File: src/design/twes_pkg.sv
// ----------------------------------------------------------------------------
// twes_pkg
// Shared codes, widths and control structs of the timing wheel scheduler.
// ----------------------------------------------------------------------------
package twes_pkg;

  // fixed field widths
  localparam int TICK_W      = 32;
  localparam int DELAY_W     = 6;
  localparam int SLOTS_REG_W = 7;
  localparam int BP_EN_W     = 4;
  localparam int NUM_BP      = 4;
  localparam int BP_IDX_W    = 2;
  localparam int IDLE_W      = 7;
  localparam int CFG_IDX_W   = 3;
  localparam int CFG_DATA_W  = 32;
  localparam int FUNC_W      = 2;
  localparam int ERR_W       = 2;

  localparam logic [SLOTS_REG_W-1:0] SLOTS_RESET = 7'd16;
  localparam logic [IDLE_W-1:0]      IDLE_MAX    = 7'd127;

  // item functions
  localparam logic [FUNC_W-1:0] FUNC_SCHED  = 2'd0;
  localparam logic [FUNC_W-1:0] FUNC_TICK   = 2'd1;
  localparam logic [FUNC_W-1:0] FUNC_PAUSE  = 2'd2;
  localparam logic [FUNC_W-1:0] FUNC_RESUME = 2'd3;

  // error codes
  localparam logic [ERR_W-1:0] ERR_NONE      = 2'd0;
  localparam logic [ERR_W-1:0] ERR_SLOT_FULL = 2'd1;
  localparam logic [ERR_W-1:0] ERR_DELAY     = 2'd2;

  // register indexes
  localparam logic [CFG_IDX_W-1:0] CFG_SLOTS     = 3'd0;
  localparam logic [CFG_IDX_W-1:0] CFG_BP_EN     = 3'd1;
  localparam logic [CFG_IDX_W-1:0] CFG_BP_TICK_A = 3'd2;
  localparam logic [CFG_IDX_W-1:0] CFG_BP_TICK_D = 3'd5;

  // controller to datapath
  typedef struct packed {
    logic accept;
    logic set_flag;
    logic delay_err;
    logic mod_fast;
    logic div_init;
    logic div_step;
    logic fill_rd_slot;
    logic sched_commit;
    logic tick_eval;
    logic emit_entry;
  } twes_cmd_t;

  // datapath to controller
  typedef struct packed {
    logic delay_big;
    logic fast_ok;
    logic div_last;
    logic tick_empty;
    logic emit_last;
  } twes_sts_t;

endpackage

File: src/design/twes_ctrl.sv
// ----------------------------------------------------------------------------
// twes_ctrl
// Sequencer for schedule, tick, pause and resume items.
// ----------------------------------------------------------------------------
module twes_ctrl
  import twes_pkg::*;
(
  input  logic              clk_i,
  input  logic              rst_ni,
  input  logic              start_i,
  input  logic [FUNC_W-1:0] func_i,
  input  twes_sts_t         sts_i,
  output twes_cmd_t         cmd_o,
  output logic              busy_o
);

  localparam logic [2:0] ST_IDLE = 3'd0;
  localparam logic [2:0] ST_MOD  = 3'd1;
  localparam logic [2:0] ST_DIV  = 3'd2;
  localparam logic [2:0] ST_SRD  = 3'd3;
  localparam logic [2:0] ST_SWR  = 3'd4;
  localparam logic [2:0] ST_TEVL = 3'd5;
  localparam logic [2:0] ST_EMIT = 3'd6;

  logic [2:0] state_q, state_d;

  // next state and commands
  always_comb begin
    state_d = state_q;
    cmd_o   = '0;
    unique case (state_q)
      ST_IDLE: begin
        if (start_i) begin
          cmd_o.accept = 1'b1;
          unique case (func_i)
            FUNC_SCHED:  state_d = ST_MOD;
            FUNC_TICK:   state_d = ST_TEVL;
            FUNC_PAUSE,
            FUNC_RESUME: cmd_o.set_flag = 1'b1;
            default:     state_d = ST_IDLE;
          endcase
        end
      end
      ST_MOD: begin
        priority if (sts_i.delay_big) begin
          cmd_o.delay_err = 1'b1;
          state_d         = ST_IDLE;
        end else if (sts_i.fast_ok) begin
          cmd_o.mod_fast = 1'b1;
          state_d        = ST_SRD;
        end else begin
          cmd_o.div_init = 1'b1;
          state_d        = ST_DIV;
        end
      end
      ST_DIV: begin
        cmd_o.div_step = 1'b1;
        if (sts_i.div_last) begin
          state_d = ST_SRD;
        end
      end
      ST_SRD: begin
        cmd_o.fill_rd_slot = 1'b1;
        state_d            = ST_SWR;
      end
      ST_SWR: begin
        cmd_o.sched_commit = 1'b1;
        state_d            = ST_IDLE;
      end
      ST_TEVL: begin
        cmd_o.tick_eval = 1'b1;
        state_d         = sts_i.tick_empty ? ST_IDLE : ST_EMIT;
      end
      ST_EMIT: begin
        cmd_o.emit_entry = 1'b1;
        if (sts_i.emit_last) begin
          state_d = ST_IDLE;
        end
      end
      default: state_d = ST_IDLE;
    endcase
  end

  // state register
  always_ff @(posedge clk_i or negedge rst_ni) begin
    if (!rst_ni) begin
      state_q <= ST_IDLE;
    end else begin
      state_q <= state_d;
    end
  end

  assign busy_o = (state_q != ST_IDLE);

endmodule

File: config.mk
export PLATFORM = sky130hd
export DESIGN_NAME = twes_ctrl
export DESIGN_NICKNAME = d
export VERILOG_FILES = /design/src/design/twes_pkg.sv /design/src/design/twes_ctrl.sv
export SDC_FILE = /design/constraint.sdc
export NUM_CORES = 1
export LEC_CHECK = 0
export ABC_AREA = 1
export CORE_AREA = 3 3 40 42
export DETAILED_ROUTE_END_ITERATION = 8
export DIE_AREA = 0 0 43 45
export DONT_BUFFER_PORTS = 1
export SLEW_MARGIN = 20
export SYNTH_ARGS = -nofsm -noshare
export SYNTH_HDL_FRONTEND = slang
export SYNTH_SLANG_ARGS = --single-unit
File: constraint.sdc
create_clock -name clk_i -period 1.1 [get_ports clk_i]
set_input_delay 0 -clock clk_i [delete_from_list [all_inputs] [get_ports clk_i]]
set_output_delay 0 -clock clk_i [all_outputs]
set_load 0.05 [all_outputs]
# Yosys cells after proc, flatten, opt, wreduce, memory -nomap -nowiden
# Cells that the tools add are included.
# op_classes
reduce_logical	5
n_eq_ne	13
muxes	21
# op_table
op	n
two-way mux 3 bit	6
one-hot mux 3 bit (6 select lines)	1
two-way mux 1 bit	10
== test 3 bit, second input constant	3
== test 3 x 2 -> 1 bit, second input constant	2
two-way mux 2 bit	3
!= test 2 bit, second input constant	3
one-hot mux 3 bit (2 select lines)	1
== test 2 bit, second input constant	2
AND reduction 4 bit	1
== test 3 x 1 -> 1 bit, second input constant	1
logical NOT 3 bit	1
!= test 3 x 1 -> 1 bit, second input constant	1
nonzero test 3 bit	1
== test 2 x 1 -> 1 bit, second input constant	1
logical NOT 2 bit	1
OR reduction 2 bit	1
# word_totals
elab_cells	40
reg_bits	3

# Logic depth before layout (Yosys ltp)
# Gate-level depths: netlist (run 1).
# logic_depth
depth_word	5
mapped_depth	8

# Worst setup path after synthesis (run 1)
# Ideal clock, no wire load.
# synth_path
kind	flip-flop to output port
start	register state_q[1]
end	output port cmd_o[8] (netlist name)
slack_ns	-1.010
path_stages_with_launch	5
arrival_ns	2.110
n_path_buf	1
cell_sequence	dfrtp_1 > buf_6 > nor2_4 > nand2_1 > nor3_1
# synth_rtl
item	line_no	rtl
start, declared	twes_ctrl.sv:25	logic [2:0] state_q, state_d;
start signal, assigned	twes_ctrl.sv:89	state_q <= state_d;
end, declared	twes_ctrl.sv:13	output twes_cmd_t cmd_o,

==> metrics.yaml, run 1 <==
outcome: "complete, but fails checks"
violations: "negative setup slack"
crit_type: "flop to output port"
die_area_um2: 1940
min_period_ns: 1.26
chipWidth_um: 43
syn_to_final_growth_pct: 153
r2r_end: "state_q[1]$_DFFE_PN0P_"
clkTransAtPathRegs_ns: 0.04
utilization: 0.674
synthCells: 54
diodes: 0
io_pins: 21
cts_root_buffer: "clkbuf_4"
powerDensity_nw_per_um2: 3300
finalWirelength_mm: 1.23
yosysWarnings: 0
crit_slowest_cell: "dfrtp_2"
routabilityCongestion: 0.799
max_stage_delay_ns: 0.43
clock_path_buffers: 2
synth_area_um2: 343
largest_reg_flops: 3
hp-class: "primary input to async pin"
postLayoutCellArea_um2: 866
slew_headroom: 0.870
hold_viol: 0
syn-num-nets: 64
wl_per_cell_um: 12.1
grt_pass1_vias: 492
ys_ff_latch: 3
antenna_found_initial: 0
via_count: 480
p_leak_nw: 0.414
die_h_um: 45
worstPathMaxFanout: 4
drv_slew: 0
cp_num_buf_inv: 1
synth_area_leaders: "dfrtp_1 (22%), nand2_1 (12%), inv_1 (9.9%)"
r2r-start: "state_q[0]$_DFFE_PN0P_"
maxCapViolCount: 0
cts_made_buffers: 3
synth.distinct_cells: 14
start_util: 0.267
drt_first_iter_violations: 10
crit_family: "simple AND/OR/NAND/NOR gates"
h-tree-depth: 1
grt_pass1_wl_mm: 1.93
clock-skew-final_ns: 0.00418
gr-usage-all-layers: 0.129
ys_seq_area_frac: 0.219
grt_max_degree: 7
ant_nets: 0
max_freq_ghz: 0.793
rsz0062_at_grt: "yes"
fillers: 91
yosysTopAreaCell: "dfrtp_1"
reg2reg_slack_ns: -0.13
drive_gt1_frac: 0.721
worstPathArrival_ns: 1.26
start_kind: "flop"
layout_setup_ws_ns: -0.161
cp-end-kind: "output port"
fin_tns_setup_ns: -1.58
irDropWorstVdd_mv: 2.06
num_rows: 13
avgSynthCellArea_um2: 6.35
place_area_um2: 628
coreArea_um2: 1280
worst_pin_slew_ns: 0.194
cts.sinks: 3
top_register: "state_q"
worst_ep_required_time_ns: 1.10
post-dp-hpwl_um: 771
setup_viol_count_final: 14
finalCritPeriodShare: 1.15
clock_latency_ns: 0.23
reg.largest.list: "state_q x3"
overflow: 0
drc: 0
yosysTopAreaCellShare: 0.219
portBuffers: 0
dr.pass1.iters: 4
viasPerCell: 4.75
reg2regPathDepth: 7
crit_chain: "nor2_4 -> nand2_8 -> nor3_4 -> buf_12"
cts_tree: "done"
nets: 97
[synthesized netlist by cell type]
master / n
buf_6: 2
nor2_1: 4
nor3_1: 4
nor2_4: 2
nand2_1: 11
dfrtp_1: 3
nor2_2: 3
inv_1: 9
nand2_2: 2
nand3_2: 2
and2_1: 1
nand4_1: 3
inv_2: 3
nand3_1: 5
[through the flow]
| step | std cells | hold WS (ns) | power, mW | setup slack [ns] |
|---|---|---|---|---|
| 2_1_floorplan | 54 | -0.296 | 1.41 | -0.195 |
| 3_3_place_gp | 86 | -0.296 | 1.91 | -0.0724 |
| 3_5_place_dp | 86 | -0.296 | 1.93 | -0.0972 |
| 4_1_cts | 98 | 0.0155 | 2.59 | -0.166 |
| 5_1_grt | 101 | 0.0166 | 3.01 | -0.231 |
| 6_report | 101 | 0.0173 | 2.85 | -0.161 |
[cell type report]
| type | instances | area, um2 | share of cell area |
|---|---|---|---|
| tap | 15 | 18.8 | 0.0217 |
| clock buffer | 4 | 26.3 | 0.0303 |
| multi-input combinational | 37 | 334 | 0.386 |
| inverter | 12 | 52.6 | 0.0607 |
| sequential | 3 | 78.8 | 0.0910 |
| timing repair buffer | 30 | 355 | 0.410 |
[report_power, final]
part | leakage [nW] | internal [mW] | total [mW] | switching, mW
sequential | 0.0349 | 0.171 | 0.267 | 0.0954
clock | 0.0150 | 0.136 | 0.191 | 0.0549
combinational | 0.364 | 1.10 | 2.40 | 1.29
total | 0.414 | 1.41 | 2.85 | 1.44
[cell families after synthesis]
family                 count (synthesis)  share of synthesized area
AND/OR/NAND/NOR                       37                      0.584
buffers and inverters                 14                      0.197
flip-flops                             3                      0.219
[cells in the final DEF, fill, tap and decap left out, drive strengths merged]
master / netlist / layout
inv: 12 / 12
clkbuf: 0 / 4
dlygate4sd3: 0 / 1
dfrtp: 3 / 3
nor2: 9 / 9
nand3: 7 / 7
nand2: 13 / 13
buf: 2 / 29
and2: 1 / 1
nand4: 3 / 3
nor3: 4 / 4
[worst max-delay path by stage]
stage	start	endpoint	slack [ns]	cells past startpoint
floorplan	state_q[1]$_DFFE_PN0P_	cmd_o[8]	-0.20	4
global placement	state_q[1]$_DFFE_PN0P_	state_q[0]$_DFFE_PN0P_	-0.07	5
detailed placement	state_q[1]$_DFFE_PN0P_	state_q[0]$_DFFE_PN0P_	-0.1	5
CTS	state_q[0]$_DFFE_PN0P_	cmd_o[8]	-0.17	4
global route	state_q[1]$_DFFE_PN0P_	cmd_o[5]	-0.23	6
finish	state_q[0]$_DFFE_PN0P_	cmd_o[8]	-0.16	4
[timing repair]
| item | 4_1_cts | 5_1_grt |
|---|---|---|
| buffers inserted | 8 | 3 |
| pin swaps | 5 | 4 |
| resized for setup | 22 | 11 |
| endpoints found under the setup margin | 14 | 14 |
| hold buffers | 1 | 0 |
| hold endpoints to repair | 3 | 0 |
[layer usage]
metal / vias to the layer above / track usage / wire [um]
li1: 230 / - / -
met1: 222 / 0.138 / 438
met2: 24 / 0.251 / 664
met3: 4 / 0.0199 / 86
met4: 0 / 0.0542 / 35
met5: - / 0 / 0
No activity file was read; power rests on OpenSTA's default activity.
==> inputs of run 2 (changes only) <==
Settings changed: RECOVER_POWER set to 50.
Clock period 1.1 ns to 1.5 ns, I/O delays scaled along.
==> metrics.yaml, run 2 (same netlist as run 1, synthesis figures left out) <==
outcome: "complete, no violations"
top_register: "state_q"
dr.pass1.iters: 2  # -2
hold_viol: 0  # unchanged
overflow: 0  # unchanged
max_freq_ghz: 0.701
drt_first_iter_violations: 4  # -6
maxCapViolCount: 0  # unchanged
reg.largest.list: "state_q x3"
die_area_um2: 1940  # unchanged
setup_viol_count_final: 0  # -14
layout_setup_ws_ns: 0.0739  # +0.235 ns
gr-usage-all-layers: 0.0878  # -0.0416
cp-end-kind: "output port"
irDropWorstVdd_mv: 0.866  # -58%
num_rows: 13  # unchanged
dp_worst_setup_slack_ns: 0.257  # +0.354 ns
syn_to_final_growth_pct: 44.5
finalCritPeriodShare: 0.951
cts_root_buffer: "clkbuf_4"
clkTransAtPathRegs_ns: 0.04  # about the same
io_pins: 21  # unchanged
clock-skew-final_ns: 0.00786  # +0.00368 ns
rsz0062_at_grt: "no"
min_period_ns: 1.43
slew_headroom: 0.721  # -0.150
cts_made_buffers: 3  # unchanged
crit_type: "flop to output port"
via_count: 363  # -24%
portBuffers: 0  # unchanged
start_kind: "flop"
largest_reg_flops: 3  # unchanged
hp-class: "primary input to async pin"
grt_pass1_vias: 329  # -33%
fin_tns_setup_ns: 0  # +1.58 ns
worstPathArrival_ns: 1.43  # +0.17 ns
clock_latency_ns: 0.24  # about the same
viasPerCell: 4.48  # -5.7%
chipWidth_um: 43  # unchanged
diodes: 0  # unchanged
finalWirelength_um: 818  # -33%
grt_max_degree: 10  # +3
routabilityCongestion: 0.796  # -0.29%
worstPathMaxFanout: 9  # +5
ant_nets: 0  # unchanged
drv_slew: 0  # unchanged
total_power_mw: 1.26  # -56%
cts_tree: "done"
die_h_um: 45  # unchanged
h-tree-depth: 1  # unchanged
cts.sinks: 3  # unchanged
worst_ep_required_time_ns: 1.50  # +0.40 ns
start_util: 0.267  # unchanged
p_leak_nw: 0.261  # -37%
clock_path_buffers: 2  # unchanged
holdWs_ns: 0.00311  # -0.0142 ns
nets: 77  # -21%
worst_pin_slew_ns: 0.419  # +0.225 ns
antenna_found_initial: 0  # unchanged
wl_per_cell_um: 10.1  # -17%
postCtsSetupBuffers: 0  # -8
reg2regPathDepth: 5  # -2
layout_commonest_cell: "nand2_1"
final_cell_mix: "nand2_1 (11), inv_1 (8), nand3_1 (6)"
powerDensity_nw_per_um2: 2540  # -23%
coreArea_um2: 1280  # unchanged
drc: 0  # unchanged
grt_pass1_wl_mm: 1.25  # -35%
drive_gt1_frac: 0.455  # -0.266
post-dp-hpwl_um: 678  # -12%
## run 2: critical path, stage by stage, from the launching register on
cell,delay (ns)
dfrtp_1,0.44
inv_2,0.18
nand2_1,0.21
nor3_4,0.20
buf_12,0.16
## run 2: metal layers
layer  global-route usage  up-vias  wire (um)
met4               0.0904        0         29
met1               0.0927      154        352
met3              0.00797        2         72
met5                    0        -          0
met2                0.150       18        363
li1                     -      189          -
## run 2: through the flow
step | util | instances | area [um2]
finish | 0.386 | 81 | 495
CTS | 0.390 | 81 | 502
detailed placement | 0.362 | 76 | 465
global placement | 0.362 | 76 | 465
floorplan | - | 54 | 377
global route | 0.386 | 81 | 495
## run 2: cell type report
cell class | instances | area [um2]
clock buffers | 4 | 26.3
repair buffers | 10 | 97.6
flip-flops and latches | 3 | 77.6
well taps | 15 | 18.8
multi-input cells | 37 | 226
inverters | 12 | 48.8
fillers | 154 | 790
## run 2: path summary, 6_finish.rpt
path,slack (ns),end,startpoint
max in group asynchronous,1.34,state_q[0]$_DFFE_PN0P_,rst_ni
max reg2reg,0.22,state_q[0]$_DFFE_PN0P_,state_q[2]$_DFFE_PN0P_
min in group clk_i,0.01,state_q[1]$_DFFE_PN0P_,sts_i[2]
min,0.003,state_q[1]$_DFFE_PN0P_,rst_ni
min reg2reg,0.62,state_q[1]$_DFFE_PN0P_,state_q[1]$_DFFE_PN0P_
max,0.07,cmd_o[8],state_q[2]$_DFFE_PN0P_
## run 2: where the power goes
group          switching (mW)  internal (mW)  total, mW
Combinational           0.607          0.284      0.890
Clock                  0.0507          0.100      0.151
Sequential             0.0941          0.123      0.217
## run 2: repair_timing
| action | CTS | global route |
|---|---|---|
| resized for setup | 0 | 3 |
| endpoints found under the hold margin | 3 | 0 |
| setup endpoints to repair | 0 | 3 |
| hold buffers | 1 | 0 |
